--- config.mk ---
export PLATFORM = sky130hd
export DESIGN_NAME = arp_cache_and_receive_core_flat
export DESIGN_NICKNAME = d
export VERILOG_FILES = /design/src/hw/rtl/arpc_pkg.sv /design/src/hw/rtl/arpc_if.sv /design/src/hw/rtl/arpc_ram.sv /design/src/hw/rtl/arp_cache_and_receive_core.sv /design/src/flat_wrapper.sv
export SDC_FILE = /design/constraint.sdc
export NUM_CORES = 2
export LEC_CHECK = 0
export BUFFER_PORTS_ARGS = -buffer_cell sky130_fd_sc_hd__buf_2
export CELL_PAD_IN_SITES_DETAIL_PLACEMENT = 0
export CELL_PAD_IN_SITES_GLOBAL_PLACEMENT = 1
export CORE_AREA = 2 2 697 699
export CTS_BUF_LIST = sky130_fd_sc_hd__clkbuf_4 sky130_fd_sc_hd__clkbuf_8 sky130_fd_sc_hd__clkbuf_16
export DETAILED_ROUTE_END_ITERATION = 8
export DIE_AREA = 0 0 699 701
export GPL_ROUTABILITY_DRIVEN = 0
export PLACE_DENSITY = 0.5
export SYNTH_ARGS = -nofsm -noshare
export SYNTH_HDL_FRONTEND = slang
export SYNTH_SLANG_ARGS = --single-unit
--- constraint.sdc ---
create_clock -name clk -period 7.62 [get_ports clk]
set_input_delay 0 -clock clk [delete_from_list [all_inputs] [get_ports clk]]
set_output_delay 0 -clock clk [all_outputs]
set_load 0.02 [all_outputs]
--- src/hw/rtl/arpc_pkg.sv ---
// Shared constants, codes and widths for the ARP cache and receive core.
// No dependencies; the interfaces, core and checker use it by scoped names.
package arpc_pkg;

  // Table geometry
  localparam int TABLE_ENTRIES = 32;
  localparam int IDX_W         = $clog2(TABLE_ENTRIES);
  localparam logic [IDX_W-1:0] LAST_IDX = IDX_W'(TABLE_ENTRIES - 1);

  // Field widths
  localparam int MAC_W   = 48;
  localparam int IP_W    = 32;
  localparam int WORD_W  = MAC_W + IP_W;
  localparam int FUNC_W  = 3;
  localparam int STAT_W  = 3;
  localparam int PLEN_W  = 11;
  localparam int PADDR_W = 4;
  localparam int PDATA_W = 64;

  // Operation codes
  localparam logic [FUNC_W-1:0] FN_ADD      = 3'd0;
  localparam logic [FUNC_W-1:0] FN_FIND_IP  = 3'd1;
  localparam logic [FUNC_W-1:0] FN_FIND_MAC = 3'd2;
  localparam logic [FUNC_W-1:0] FN_DEL_MAC  = 3'd3;
  localparam logic [FUNC_W-1:0] FN_DEL_IP   = 3'd4;
  localparam logic [FUNC_W-1:0] FN_RECEIVE  = 3'd5;
  localparam logic [FUNC_W-1:0] FN_RESOLVE  = 3'd6;

  // ARP header constants
  localparam logic [15:0] HW_ETHERNET = 16'h0001;
  localparam logic [15:0] PROTO_IPV4  = 16'h0800;
  localparam logic [15:0] OP_REQUEST  = 16'h0001;
  localparam logic [15:0] OP_REPLY    = 16'h0002;

  // Register indexes, selected by paddr bit 3
  localparam logic REG_LOCAL_IP  = 1'b0;
  localparam logic REG_LOCAL_MAC = 1'b1;

  // Result status
  typedef enum logic [STAT_W-1:0] {
    ST_OK              = 3'd0,
    ST_NO_SPACE        = 3'd1,
    ST_NOT_FOUND       = 3'd2,
    ST_INVALID_SIZE    = 3'd3,
    ST_NOT_SUPPORTED   = 3'd4,
    ST_NOT_IMPLEMENTED = 3'd5
  } arpc_status_t;

endpackage

--- src/hw/rtl/arpc_if.sv ---
// Valid/ready channel interfaces for operation input and result output.
// Depends on arpc_pkg for field widths.
interface arpc_in_if;
  logic                          valid;
  logic                          ready;
  logic [arpc_pkg::FUNC_W-1:0]   func;
  logic [arpc_pkg::MAC_W-1:0]    mac_addr;
  logic [arpc_pkg::IP_W-1:0]     ip_addr;
  logic [15:0]                   hw_type;
  logic [15:0]                   ptype;
  logic [15:0]                   opcode;
  logic [7:0]                    hw_len;
  logic [7:0]                    pa_len;
  logic [arpc_pkg::PLEN_W-1:0]   payload_len;
  logic [arpc_pkg::IP_W-1:0]     target_ip;
  logic [arpc_pkg::MAC_W-1:0]    frame_src_mac;

  modport source (output valid, func, mac_addr, ip_addr, hw_type, ptype, opcode,
                  hw_len, pa_len, payload_len, target_ip, frame_src_mac,
                  input ready);
  modport sink (input valid, func, mac_addr, ip_addr, hw_type, ptype, opcode,
                hw_len, pa_len, payload_len, target_ip, frame_src_mac,
                output ready);
endinterface

interface arpc_out_if;
  logic                          valid;
  logic                          ready;
  logic [arpc_pkg::STAT_W-1:0]   status;
  logic [arpc_pkg::MAC_W-1:0]    found_mac;
  logic [arpc_pkg::IP_W-1:0]     found_ip;
  logic                          reply_needed;
  logic [arpc_pkg::MAC_W-1:0]    reply_dest_mac;
  logic                          query_needed;

  modport source (output valid, status, found_mac, found_ip, reply_needed,
                  reply_dest_mac, query_needed, input ready);
  modport sink (input valid, status, found_mac, found_ip, reply_needed,
                reply_dest_mac, query_needed, output ready);
endinterface

--- src/hw/rtl/arpc_ram.sv ---
// Generic single-write, single-read RAM with registered read data.
// No dependencies.
module arpc_ram #(
  parameter int WIDTH = 8,
  parameter int DEPTH = 32
) (
  input  logic                     clk,
  input  logic                     we,
  input  logic [$clog2(DEPTH)-1:0] waddr,
  input  logic [WIDTH-1:0]         wdata,
  input  logic                     re,
  input  logic [$clog2(DEPTH)-1:0] raddr,
  output logic [WIDTH-1:0]         rdata
);

  logic [WIDTH-1:0] mem [DEPTH];

  // Write and registered read
  always_ff @(posedge clk) begin
    if (we) begin
      mem[waddr] <= wdata;
    end
    if (re) begin
      rdata <= mem[raddr];
    end
  end

endmodule

--- src/hw/rtl/arp_cache_and_receive_core.sv ---
// ARP cache and receive core: slot table, sequential scan unit, APB registers.
// Depends on arpc_pkg, arpc_in_if/arpc_out_if and arpc_ram.
//
//   channel   handshake          payload
//   in_if     valid/ready        func, addresses, ARP header fields
//   out_if    valid/ready        status, found entry, reply and query flags
//   cfg_*     APB psel/penable   local_ip at 0x0, local_mac at 0x8
//
// Table operations (add, find, delete, resolve, receive of a reply that passes
// the header checks) walk the slot RAM through one compare unit, one entry per
// cycle, then drain and finish. Other receive cases and unknown codes skip the
// walk and go from accept straight to finish; a new transaction is accepted
// only in idle. rst_n clears the valid bits at once, so no clearing pass is
// needed. A stalled result holds in the output register while the next
// transaction is accepted; that one waits in finish until the slot frees.
module arp_cache_and_receive_core (
  input  logic                          clk,
  input  logic                          rst_n,
  arpc_in_if.sink                       in_if,
  arpc_out_if.source                    out_if,
  input  logic                          cfg_psel,
  input  logic                          cfg_penable,
  input  logic                          cfg_pwrite,
  input  logic [arpc_pkg::PADDR_W-1:0]  cfg_paddr,
  input  logic [arpc_pkg::PDATA_W-1:0]  cfg_pwdata,
  output logic [arpc_pkg::PDATA_W-1:0]  cfg_prdata,
  output logic                          cfg_pready
);

  typedef enum logic [1:0] {S_IDLE, S_SCAN, S_DRAIN, S_FINISH} state_t;

  state_t state_r, state_nxt;

  // Configuration registers
  logic [arpc_pkg::IP_W-1:0]  local_ip_r;
  logic [arpc_pkg::MAC_W-1:0] local_mac_r;

  // Latched operation
  logic [arpc_pkg::FUNC_W-1:0] func_r;
  logic [arpc_pkg::MAC_W-1:0]  mac_r;
  logic [arpc_pkg::IP_W-1:0]   ip_r;
  logic [arpc_pkg::IP_W-1:0]   tip_r;
  logic [arpc_pkg::MAC_W-1:0]  fsrc_r;
  logic [15:0]                 op_r;
  logic                        type_ok_r;
  logic                        size_ok_r;
  logic                        use_mac_r;

  // Scan unit
  logic [arpc_pkg::TABLE_ENTRIES-1:0] valid_r;
  logic [arpc_pkg::IDX_W-1:0]         scan_idx_r;
  logic [arpc_pkg::IDX_W-1:0]         cmp_idx_r;
  logic                               cmp_vld_r;
  logic                               hit_found_r;
  logic [arpc_pkg::IDX_W-1:0]         hit_idx_r;
  logic [arpc_pkg::IP_W-1:0]          hit_ip_r;
  logic [arpc_pkg::MAC_W-1:0]         hit_mac_r;
  logic                               free_found_r;
  logic [arpc_pkg::IDX_W-1:0]         free_idx_r;
  logic [arpc_pkg::WORD_W-1:0]        rd_word;

  // Output register
  logic                          out_valid_r;
  arpc_pkg::arpc_status_t        status_r;
  logic [arpc_pkg::MAC_W-1:0]    found_mac_r;
  logic [arpc_pkg::IP_W-1:0]     found_ip_r;
  logic                          reply_r;
  logic [arpc_pkg::MAC_W-1:0]    reply_dest_r;
  logic                          query_r;

  // Combinational decode
  logic                          in_acc;
  logic                          cfg_wr;
  logic [9:0]                    need_len;
  logic                          in_type_ok;
  logic                          in_size_ok;
  logic                          in_scan;
  logic                          cmp_match;
  logic                          slot_hit;
  logic                          slot_free;
  logic                          fin_go;
  arpc_pkg::arpc_status_t        fin_status;
  logic [arpc_pkg::MAC_W-1:0]    fin_fmac;
  logic [arpc_pkg::IP_W-1:0]     fin_fip;
  logic                          fin_rep;
  logic                          fin_qry;
  logic                          tbl_we;
  logic [arpc_pkg::IDX_W-1:0]    tbl_widx;
  logic                          tbl_clr;

  assign in_acc    = in_if.valid && in_if.ready;
  assign in_if.ready = (state_r == S_IDLE);
  assign cfg_wr    = cfg_psel && cfg_penable && cfg_pwrite;
  assign cfg_pready = 1'b1;
  assign cfg_prdata = (cfg_paddr[3] == arpc_pkg::REG_LOCAL_MAC) ?
                      {16'b0, local_mac_r} : {32'b0, local_ip_r};

  // Receive header checks on the incoming transaction
  assign need_len   = {1'b0, in_if.hw_len, 1'b0} + {1'b0, in_if.pa_len, 1'b0};
  assign in_type_ok = (in_if.hw_type == arpc_pkg::HW_ETHERNET) &&
                      (in_if.ptype == arpc_pkg::PROTO_IPV4);
  assign in_size_ok = (in_if.payload_len >= {1'b0, need_len});

  // Decide whether the transaction walks the table
  always_comb begin
    case (in_if.func)
      arpc_pkg::FN_ADD, arpc_pkg::FN_FIND_IP, arpc_pkg::FN_FIND_MAC,
      arpc_pkg::FN_DEL_MAC, arpc_pkg::FN_DEL_IP, arpc_pkg::FN_RESOLVE:
        in_scan = 1'b1;
      arpc_pkg::FN_RECEIVE:
        in_scan = in_type_ok && in_size_ok && (in_if.opcode == arpc_pkg::OP_REPLY);
      default:
        in_scan = 1'b0;
    endcase
  end

  // Slot storage: {mac, ip} per entry
  arpc_ram #(
    .WIDTH (arpc_pkg::WORD_W),
    .DEPTH (arpc_pkg::TABLE_ENTRIES)
  ) u_slot_ram (
    .clk   (clk),
    .we    (tbl_we),
    .waddr (tbl_widx),
    .wdata ({mac_r, ip_r}),
    .re    (state_r == S_SCAN),
    .raddr (scan_idx_r),
    .rdata (rd_word)
  );

  // Shared compare unit on the entry read last cycle
  assign cmp_match = use_mac_r ? (rd_word[arpc_pkg::WORD_W-1:arpc_pkg::IP_W] == mac_r)
                               : (rd_word[arpc_pkg::IP_W-1:0] == ip_r);
  assign slot_hit  = cmp_vld_r && valid_r[cmp_idx_r] && cmp_match;
  assign slot_free = cmp_vld_r && !valid_r[cmp_idx_r];

  // Result and table update in the finish state, once any scan is done
  assign fin_go = (state_r == S_FINISH) && (!out_valid_r || out_if.ready);

  always_comb begin
    fin_status = arpc_pkg::ST_OK;
    fin_fmac   = '0;
    fin_fip    = '0;
    fin_rep    = 1'b0;
    fin_qry    = 1'b0;
    tbl_we     = 1'b0;
    tbl_widx   = free_idx_r;
    tbl_clr    = 1'b0;
    case (func_r)
      arpc_pkg::FN_ADD: begin
        if (free_found_r) begin
          tbl_we = fin_go;
        end else begin
          fin_status = arpc_pkg::ST_NO_SPACE;
        end
      end
      arpc_pkg::FN_FIND_IP, arpc_pkg::FN_FIND_MAC: begin
        if (hit_found_r) begin
          fin_fmac = hit_mac_r;
          fin_fip  = hit_ip_r;
        end else begin
          fin_status = arpc_pkg::ST_NOT_FOUND;
        end
      end
      arpc_pkg::FN_DEL_MAC, arpc_pkg::FN_DEL_IP: begin
        if (hit_found_r) begin
          tbl_clr = fin_go;
        end else begin
          fin_status = arpc_pkg::ST_NOT_FOUND;
        end
      end
      arpc_pkg::FN_RECEIVE: begin
        if (!type_ok_r) begin
          fin_status = arpc_pkg::ST_NOT_SUPPORTED;
        end else if (op_r == arpc_pkg::OP_REQUEST) begin
          if (!size_ok_r) begin
            fin_status = arpc_pkg::ST_INVALID_SIZE;
          end else if (tip_r != local_ip_r) begin
            fin_status = arpc_pkg::ST_NOT_FOUND;
          end else begin
            fin_rep = 1'b1;
          end
        end else if (op_r == arpc_pkg::OP_REPLY) begin
          // Refresh the first match, else take a free slot, else drop
          if (size_ok_r) begin
            if (hit_found_r) begin
              tbl_we   = fin_go;
              tbl_widx = hit_idx_r;
            end else begin
              tbl_we = fin_go && free_found_r;
            end
          end
        end else begin
          fin_status = arpc_pkg::ST_NOT_IMPLEMENTED;
        end
      end
      arpc_pkg::FN_RESOLVE: begin
        fin_qry = !hit_found_r;
      end
      default: begin
        fin_status = arpc_pkg::ST_NOT_IMPLEMENTED;
      end
    endcase
  end

  // Sequencer next state
  always_comb begin
    state_nxt = state_r;
    unique case (state_r)
      S_IDLE:   if (in_acc) state_nxt = in_scan ? S_SCAN : S_FINISH;
      S_SCAN:   if (scan_idx_r == arpc_pkg::LAST_IDX) state_nxt = S_DRAIN;
      S_DRAIN:  state_nxt = S_FINISH;
      S_FINISH: if (fin_go) state_nxt = S_IDLE;
      default:  state_nxt = S_IDLE;
    endcase
  end

  // State, scan control and output register
  always_ff @(posedge clk) begin
    if (!rst_n) begin
      state_r      <= S_IDLE;
      local_ip_r   <= '0;
      local_mac_r  <= '0;
      valid_r      <= '0;
      scan_idx_r   <= '0;
      cmp_vld_r    <= 1'b0;
      hit_found_r  <= 1'b0;
      free_found_r <= 1'b0;
      out_valid_r  <= 1'b0;
    end else begin
      state_r <= state_nxt;

      // Register writes
      if (cfg_wr) begin
        if (cfg_paddr[3] == arpc_pkg::REG_LOCAL_MAC) begin
          local_mac_r <= cfg_pwdata[arpc_pkg::MAC_W-1:0];
        end else begin
          local_ip_r <= cfg_pwdata[arpc_pkg::IP_W-1:0];
        end
      end

      // Start a fresh scan on accept
      if (in_acc) begin
        scan_idx_r   <= '0;
        hit_found_r  <= 1'b0;
        free_found_r <= 1'b0;
      end

      // Advance the read address and pipe it to the compare stage
      cmp_vld_r <= (state_r == S_SCAN);
      if (state_r == S_SCAN) begin
        cmp_idx_r <= scan_idx_r;
        if (scan_idx_r != arpc_pkg::LAST_IDX) begin
          scan_idx_r <= scan_idx_r + 1'b1;
        end
      end

      // Keep the first match and the first free slot
      if (slot_hit && !hit_found_r) begin
        hit_found_r <= 1'b1;
        hit_idx_r   <= cmp_idx_r;
        hit_ip_r    <= rd_word[arpc_pkg::IP_W-1:0];
        hit_mac_r   <= rd_word[arpc_pkg::WORD_W-1:arpc_pkg::IP_W];
      end
      if (slot_free && !free_found_r) begin
        free_found_r <= 1'b1;
        free_idx_r   <= cmp_idx_r;
      end

      // Valid marks
      if (tbl_we) begin
        valid_r[tbl_widx] <= 1'b1;
      end
      if (tbl_clr) begin
        valid_r[hit_idx_r] <= 1'b0;
      end

      // Output register: load a new result, else drop the one taken
      if (fin_go) begin
        out_valid_r  <= 1'b1;
        status_r     <= fin_status;
        found_mac_r  <= fin_fmac;
        found_ip_r   <= fin_fip;
        reply_r      <= fin_rep;
        reply_dest_r <= fin_rep ? fsrc_r : '0;
        query_r      <= fin_qry;
      end else if (out_valid_r && out_if.ready) begin
        out_valid_r <= 1'b0;
      end
    end
  end

  // Operand capture
  always_ff @(posedge clk) begin
    if (in_acc) begin
      func_r    <= in_if.func;
      mac_r     <= in_if.mac_addr;
      ip_r      <= in_if.ip_addr;
      tip_r     <= in_if.target_ip;
      fsrc_r    <= in_if.frame_src_mac;
      op_r      <= in_if.opcode;
      type_ok_r <= in_type_ok;
      size_ok_r <= in_size_ok;
      use_mac_r <= (in_if.func == arpc_pkg::FN_FIND_MAC) ||
                   (in_if.func == arpc_pkg::FN_DEL_MAC);
    end
  end

  assign out_if.valid          = out_valid_r;
  assign out_if.status         = status_r;
  assign out_if.found_mac      = found_mac_r;
  assign out_if.found_ip       = found_ip_r;
  assign out_if.reply_needed   = reply_r;
  assign out_if.reply_dest_mac = reply_dest_r;
  assign out_if.query_needed   = query_r;

endmodule

--- src/flat_wrapper.sv ---
// flat-port wrapper written by rule: the top's interface ports become plain ports
module arp_cache_and_receive_core_flat 
  (clk, rst_n, cfg_psel, cfg_penable, cfg_pwrite, cfg_paddr, cfg_pwdata, cfg_prdata, cfg_pready, in_if_valid, in_if_func, in_if_mac_addr, in_if_ip_addr, in_if_hw_type, in_if_ptype, in_if_opcode, in_if_hw_len, in_if_pa_len, in_if_payload_len, in_if_target_ip, in_if_frame_src_mac, in_if_ready, out_if_valid, out_if_status, out_if_found_mac, out_if_found_ip, out_if_reply_needed, out_if_reply_dest_mac, out_if_query_needed, out_if_ready);
  arpc_in_if in_if_i ();
  arpc_out_if out_if_i ();
  input  logic clk;
  input  logic rst_n;
  input  logic cfg_psel;
  input  logic cfg_penable;
  input  logic cfg_pwrite;
  input  logic [arpc_pkg::PADDR_W-1:0] cfg_paddr;
  input  logic [arpc_pkg::PDATA_W-1:0] cfg_pwdata;
  output logic [arpc_pkg::PDATA_W-1:0] cfg_prdata;
  output logic cfg_pready;
  input wire logic [$bits(in_if_i.valid)-1:0] in_if_valid;
  input wire logic [$bits(in_if_i.func)-1:0] in_if_func;
  input wire logic [$bits(in_if_i.mac_addr)-1:0] in_if_mac_addr;
  input wire logic [$bits(in_if_i.ip_addr)-1:0] in_if_ip_addr;
  input wire logic [$bits(in_if_i.hw_type)-1:0] in_if_hw_type;
  input wire logic [$bits(in_if_i.ptype)-1:0] in_if_ptype;
  input wire logic [$bits(in_if_i.opcode)-1:0] in_if_opcode;
  input wire logic [$bits(in_if_i.hw_len)-1:0] in_if_hw_len;
  input wire logic [$bits(in_if_i.pa_len)-1:0] in_if_pa_len;
  input wire logic [$bits(in_if_i.payload_len)-1:0] in_if_payload_len;
  input wire logic [$bits(in_if_i.target_ip)-1:0] in_if_target_ip;
  input wire logic [$bits(in_if_i.frame_src_mac)-1:0] in_if_frame_src_mac;
  output wire logic [$bits(in_if_i.ready)-1:0] in_if_ready;
  output wire logic [$bits(out_if_i.valid)-1:0] out_if_valid;
  output wire logic [$bits(out_if_i.status)-1:0] out_if_status;
  output wire logic [$bits(out_if_i.found_mac)-1:0] out_if_found_mac;
  output wire logic [$bits(out_if_i.found_ip)-1:0] out_if_found_ip;
  output wire logic [$bits(out_if_i.reply_needed)-1:0] out_if_reply_needed;
  output wire logic [$bits(out_if_i.reply_dest_mac)-1:0] out_if_reply_dest_mac;
  output wire logic [$bits(out_if_i.query_needed)-1:0] out_if_query_needed;
  input wire logic [$bits(out_if_i.ready)-1:0] out_if_ready;
  assign in_if_i.valid = in_if_valid;
  assign in_if_i.func = in_if_func;
  assign in_if_i.mac_addr = in_if_mac_addr;
  assign in_if_i.ip_addr = in_if_ip_addr;
  assign in_if_i.hw_type = in_if_hw_type;
  assign in_if_i.ptype = in_if_ptype;
  assign in_if_i.opcode = in_if_opcode;
  assign in_if_i.hw_len = in_if_hw_len;
  assign in_if_i.pa_len = in_if_pa_len;
  assign in_if_i.payload_len = in_if_payload_len;
  assign in_if_i.target_ip = in_if_target_ip;
  assign in_if_i.frame_src_mac = in_if_frame_src_mac;
  assign in_if_ready = in_if_i.ready;
  assign out_if_valid = out_if_i.valid;
  assign out_if_status = out_if_i.status;
  assign out_if_found_mac = out_if_i.found_mac;
  assign out_if_found_ip = out_if_i.found_ip;
  assign out_if_reply_needed = out_if_i.reply_needed;
  assign out_if_reply_dest_mac = out_if_i.reply_dest_mac;
  assign out_if_query_needed = out_if_i.query_needed;
  assign out_if_i.ready = out_if_ready;
  arp_cache_and_receive_core u_core (.clk(clk), .rst_n(rst_n), .in_if(in_if_i), .out_if(out_if_i), .cfg_psel(cfg_psel), .cfg_penable(cfg_penable), .cfg_pwrite(cfg_pwrite), .cfg_paddr(cfg_paddr), .cfg_pwdata(cfg_pwdata), .cfg_prdata(cfg_prdata), .cfg_pready(cfg_pready));
endmodule
==> flow_metrics.env <==
export IMPL_clkPwrFrac_pct=39.8
export IMPL_swShare_pct=24.1
export IMPL_post_cts_resized=0
export IMPL_place_area_sq_um=132000
export IMPL_final_antenna_net_count=0
export IMPL_antenna_found_initial=51
export IMPL_setup_viol=0
export IMPL_syn_to_final_growth_pct=23.2
export IMPL_r2r_end="u_core.u_slot_ram.mem[16][27]$_DFFE_PP_"
export IMPL_wirelength_um=367000
export IMPL_initial_core_util_pct=25.0
export IMPL_max_clock_freq_mhz=198
export IMPL_min_period_over_period_pct=66.1
export IMPL_cp_endpoint="u_core.u_slot_ram.mem[16][27]$_DFFE_PP_"
export IMPL_htree_levels=5
export IMPL_first_iter_violations=5804
export IMPL_die_w_um=699
export IMPL_outcome="complete, no violations"
export IMPL_overflow=0
export IMPL_p_sw_mw=10.2
export IMPL_grt_pass1_vias=62200
export IMPL_clock_path_buffers=4
export IMPL_cts_setup_buffers=0
export IMPL_setup_worst_path_class="flop to flop"
export IMPL_cts_root_buf="clkbuf_16"
export IMPL_ir_drop_mv=0.282
export IMPL_worst_clock_skew_ns=0.0557
export IMPL_cts_tree="done"
export IMPL_ys_types=67
export IMPL_drive_gt1_share_pct=31.6
export IMPL_final_nets=6924
export IMPL_design_area_sq_um=148000
export IMPL_worstPathArrival_ns=5.60
export IMPL_clock_sinks=3173
export IMPL_grt_first_pass_wirelength_um=506000
export IMPL_port_buffers=476
export IMPL_place_hpwl_um=194000
export IMPL_relSlewSlack_pct=11.3
export IMPL_vias_per_cell=4.46
export IMPL_fillers=46600
export IMPL_post_drt_wl_per_cell_um=27.5
export IMPL_row_count=255
export IMPL_drc=0
export IMPL_power_density_nw_per_um2=286
export IMPL_synthesis_area_sq_um=120000
export IMPL_yosysSeqAreaShare_pct=78.2
export IMPL_r2r_start="u_core.op_r[6]$_DFFE_PP_"
export IMPL_slew_violations=0
export IMPL_endpoint_kind="flop"
export IMPL_coreArea_sq_um=482000
export IMPL_rsz0062_at_grt="false"
export IMPL_io_pins=513
export IMPL_ys_ff_latch=3173
export IMPL_finalCriticalPeriod_ns=5.04
export IMPL_p_int_mw=32.2
export IMPL_grt_total_usage_pct=14.6
export IMPL_synth_edf_count=3050
export IMPL_vias=59500
export IMPL_power_frac_seq_pct=48.8
export IMPL_cts_buffers=353
export IMPL_rrSetupSlack_ns=2.58
export IMPL_worstMarginPinSlew_ns=1.33
export IMPL_synthCells=5367
export IMPL_hold_ws_ns=0.0277
export IMPL_clk_insertion_delay_late_ns=0.96
export IMPL_required_ns=8.18
export IMPL_synthArstFlopShare_pct=0
export IMPL_dp_cells=12200
export IMPL_firstDrtPassIters=8
export IMPL_ys_warn_count=0
export IMPL_critPathMaxFanout=43
export IMPL_path_clk_slew_ns=0.06
export IMPL_p_leak_nw=46.3
export IMPL_grt_max_degree=134
export IMPL_hold_class="input pin to flop"
export IMPL_die_area_sq_um=490000
export IMPL_synth_ff_type="edfxtp_1"
export IMPL_crit_start="u_core.op_r[6]$_DFFE_PP_"
export IMPL_die_h_um=701
export IMPL_rr_worst_depth=6
export IMPL_pwr_share_comb_pct=11.3
export IMPL_holdBufCountCts=492
export IMPL_hold_viol=0
export IMPL_stdcell_count=13300
export IMPL_cp_start_kind="flop"
export IMPL_synth_area_per_cell_sq_um=22.4
export IMPL_drv_cap=0
## registers in the layout (all words and copies together) (netlist names), 3 cells and up
name,flops
u_core.cmp_idx_r,5
u_core.free_idx_r,5
u_core.fsrc_r,48
u_core.func_r,3
u_core.hit_idx_r,5
u_core.hit_ip_r,32
u_core.hit_mac_r,48
u_core.ip_r,32
u_core.local_ip_r,32
u_core.local_mac_r,48
u_core.mac_r,48
u_core.op_r,16
u_core.out_if.found_ip,32
u_core.out_if.found_mac,48
u_core.out_if.reply_dest_mac,48
u_core.out_if.status,3
u_core.scan_idx_r,5
u_core.tip_r,32
u_core.u_slot_ram.mem,2560
u_core.u_slot_ram.rdata,80
u_core.valid_r,32
## worst min path at each step
| stage | from | end | cells after the start |
|---|---|---|---|
| 2_1_floorplan | in_if_frame_src_mac[0] | u_core.fsrc_r[0]$_DFFE_PP_ | 0 |
| 3_3_place_gp | in_if_frame_src_mac[47] | u_core.fsrc_r[47]$_DFFE_PP_ | 1 |
| 3_5_place_dp | in_if_frame_src_mac[29] | u_core.fsrc_r[29]$_DFFE_PP_ | 1 |
| 4_1_cts | in_if_ip_addr[18] | u_core.ip_r[18]$_DFFE_PP_ | 2 |
| 5_1_grt | in_if_ip_addr[18] | u_core.ip_r[18]$_DFFE_PP_ | 2 |
| 6_report | in_if_ip_addr[1] | u_core.ip_r[1]$_DFFE_PP_ | 2 |
## power by group through the flow
stage | combinational (mW) | clock (mW) | sequential (mW)
after floorplan | 2.90 | 0 | 21.1
after global placement | 4.69 | 0 | 21.0
after detailed placement | 4.74 | 0 | 21.1
after CTS | 4.96 | 17.3 | 20.7
after global routing | 5.18 | 18.0 | 20.8
final | 4.80 | 16.9 | 20.7
## layout by cell type (no fill, tap or decap), types with 29 or more instances in the layout
cell type	instances
clkbuf_4	74
clkinv_1	59
buf_2	476
a21oi_1	103
edfxtp_1	3050
nor4_1	29
nor2_1	37
buf_4	109
mux2_2	79
buf_12	46
clkinv_2	72
xor2_1	85
dfxtp_1	118
and2_1	147
nand2_1	304
dlygate4sd3_1	492
xnor2_1	36
mux4_2	804
clkbuf_16	361
diode_2	47
## Yosys cell counts, drive strengths merged, types with 3 or more instances
cell type,n,area share (%)
o21ai,19,0.079
xor2,85,0.62
nor3b,5,0.031
buf,85,0.32
a21oi,105,0.44
nor2,62,0.19
nor4,32,0.17
o221a,21,0.20
nor3,20,0.083
mux4,804,15
and2,149,0.78
nand4,17,0.088
dfxtp,123,2.0
or2,4,0.023
nand2b,14,0.073
nand3b,5,0.031
and3,4,0.021
xnor2,36,0.26
nor4b,4,0.029
inv,23,0.072
nand3,19,0.079
clkbuf,188,0.59
nor2b,16,0.083
a21o,6,0.037
or3,4,0.021
o211ai,4,0.025
a2111oi,3,0.037
a22oi,5,0.031
nand2,304,0.95
edfxtp,3050,76
mux2,79,0.74
mux2i,17,0.14
ha,23,0.24
## kinds of logic after synthesis
kind of cell / synth area share (%)
DFF: 78.2
muxes: 15.9
and+or+nand+nor: 2.73
buffers and inverters: 0.981
AOI/OAI and AO/OA: 0.974
xor gates and xnor gates: 0.881
adders and majority gates: 0.256
other: 0.00625
## cell type report
type	instances	area, sq um	share of cell area, %
clock buffers	437	9620	6.49
flip-flops and latches	3173	94100	63.5
repair buffers	1123	9050	6.11
clock inverters	194	1760	1.19
well taps	6425	8040	5.43
multi-input cells	1913	25300	17.1
diodes	47	118	0.0794
inverters	23	119	0.0803
## metrics by stage
stage               power (mW)  utilization, %  worst slack, ns  setup TNS [ns]
floorplan                 24.0               -           -0.733         -175.77
global placement          25.7            27.3             2.54               0
detailed placement        25.8            27.3             2.53               0
CTS                       43.0            30.7             2.50               0
global route              43.9            30.7             2.30               0
finish                    42.4            30.7             2.58               0
## layer usage
metal  GRT usage, %  part of all wire, %  vias to the layer above  wire length (um)
li1               -                    -                    24800                 -
met1           19.3                   43                    32500            157000
met2           25.1                   50                     1699            184000
met3           2.20                  5.0                      433             18200
met4           3.68                  2.4                       12              8720
met5              0                0.022                        -                82
## worst max-delay path, stage by stage (launching register included)
cell and delay [ns]:
edfxtp_1 0.38, nor4_1 0.82, nor4bb_1 0.51, nand3_1 0.72, mux2_2 0.61, nor2_4 1.00, buf_12 0.47
Power figures use the tool's default switching activity.
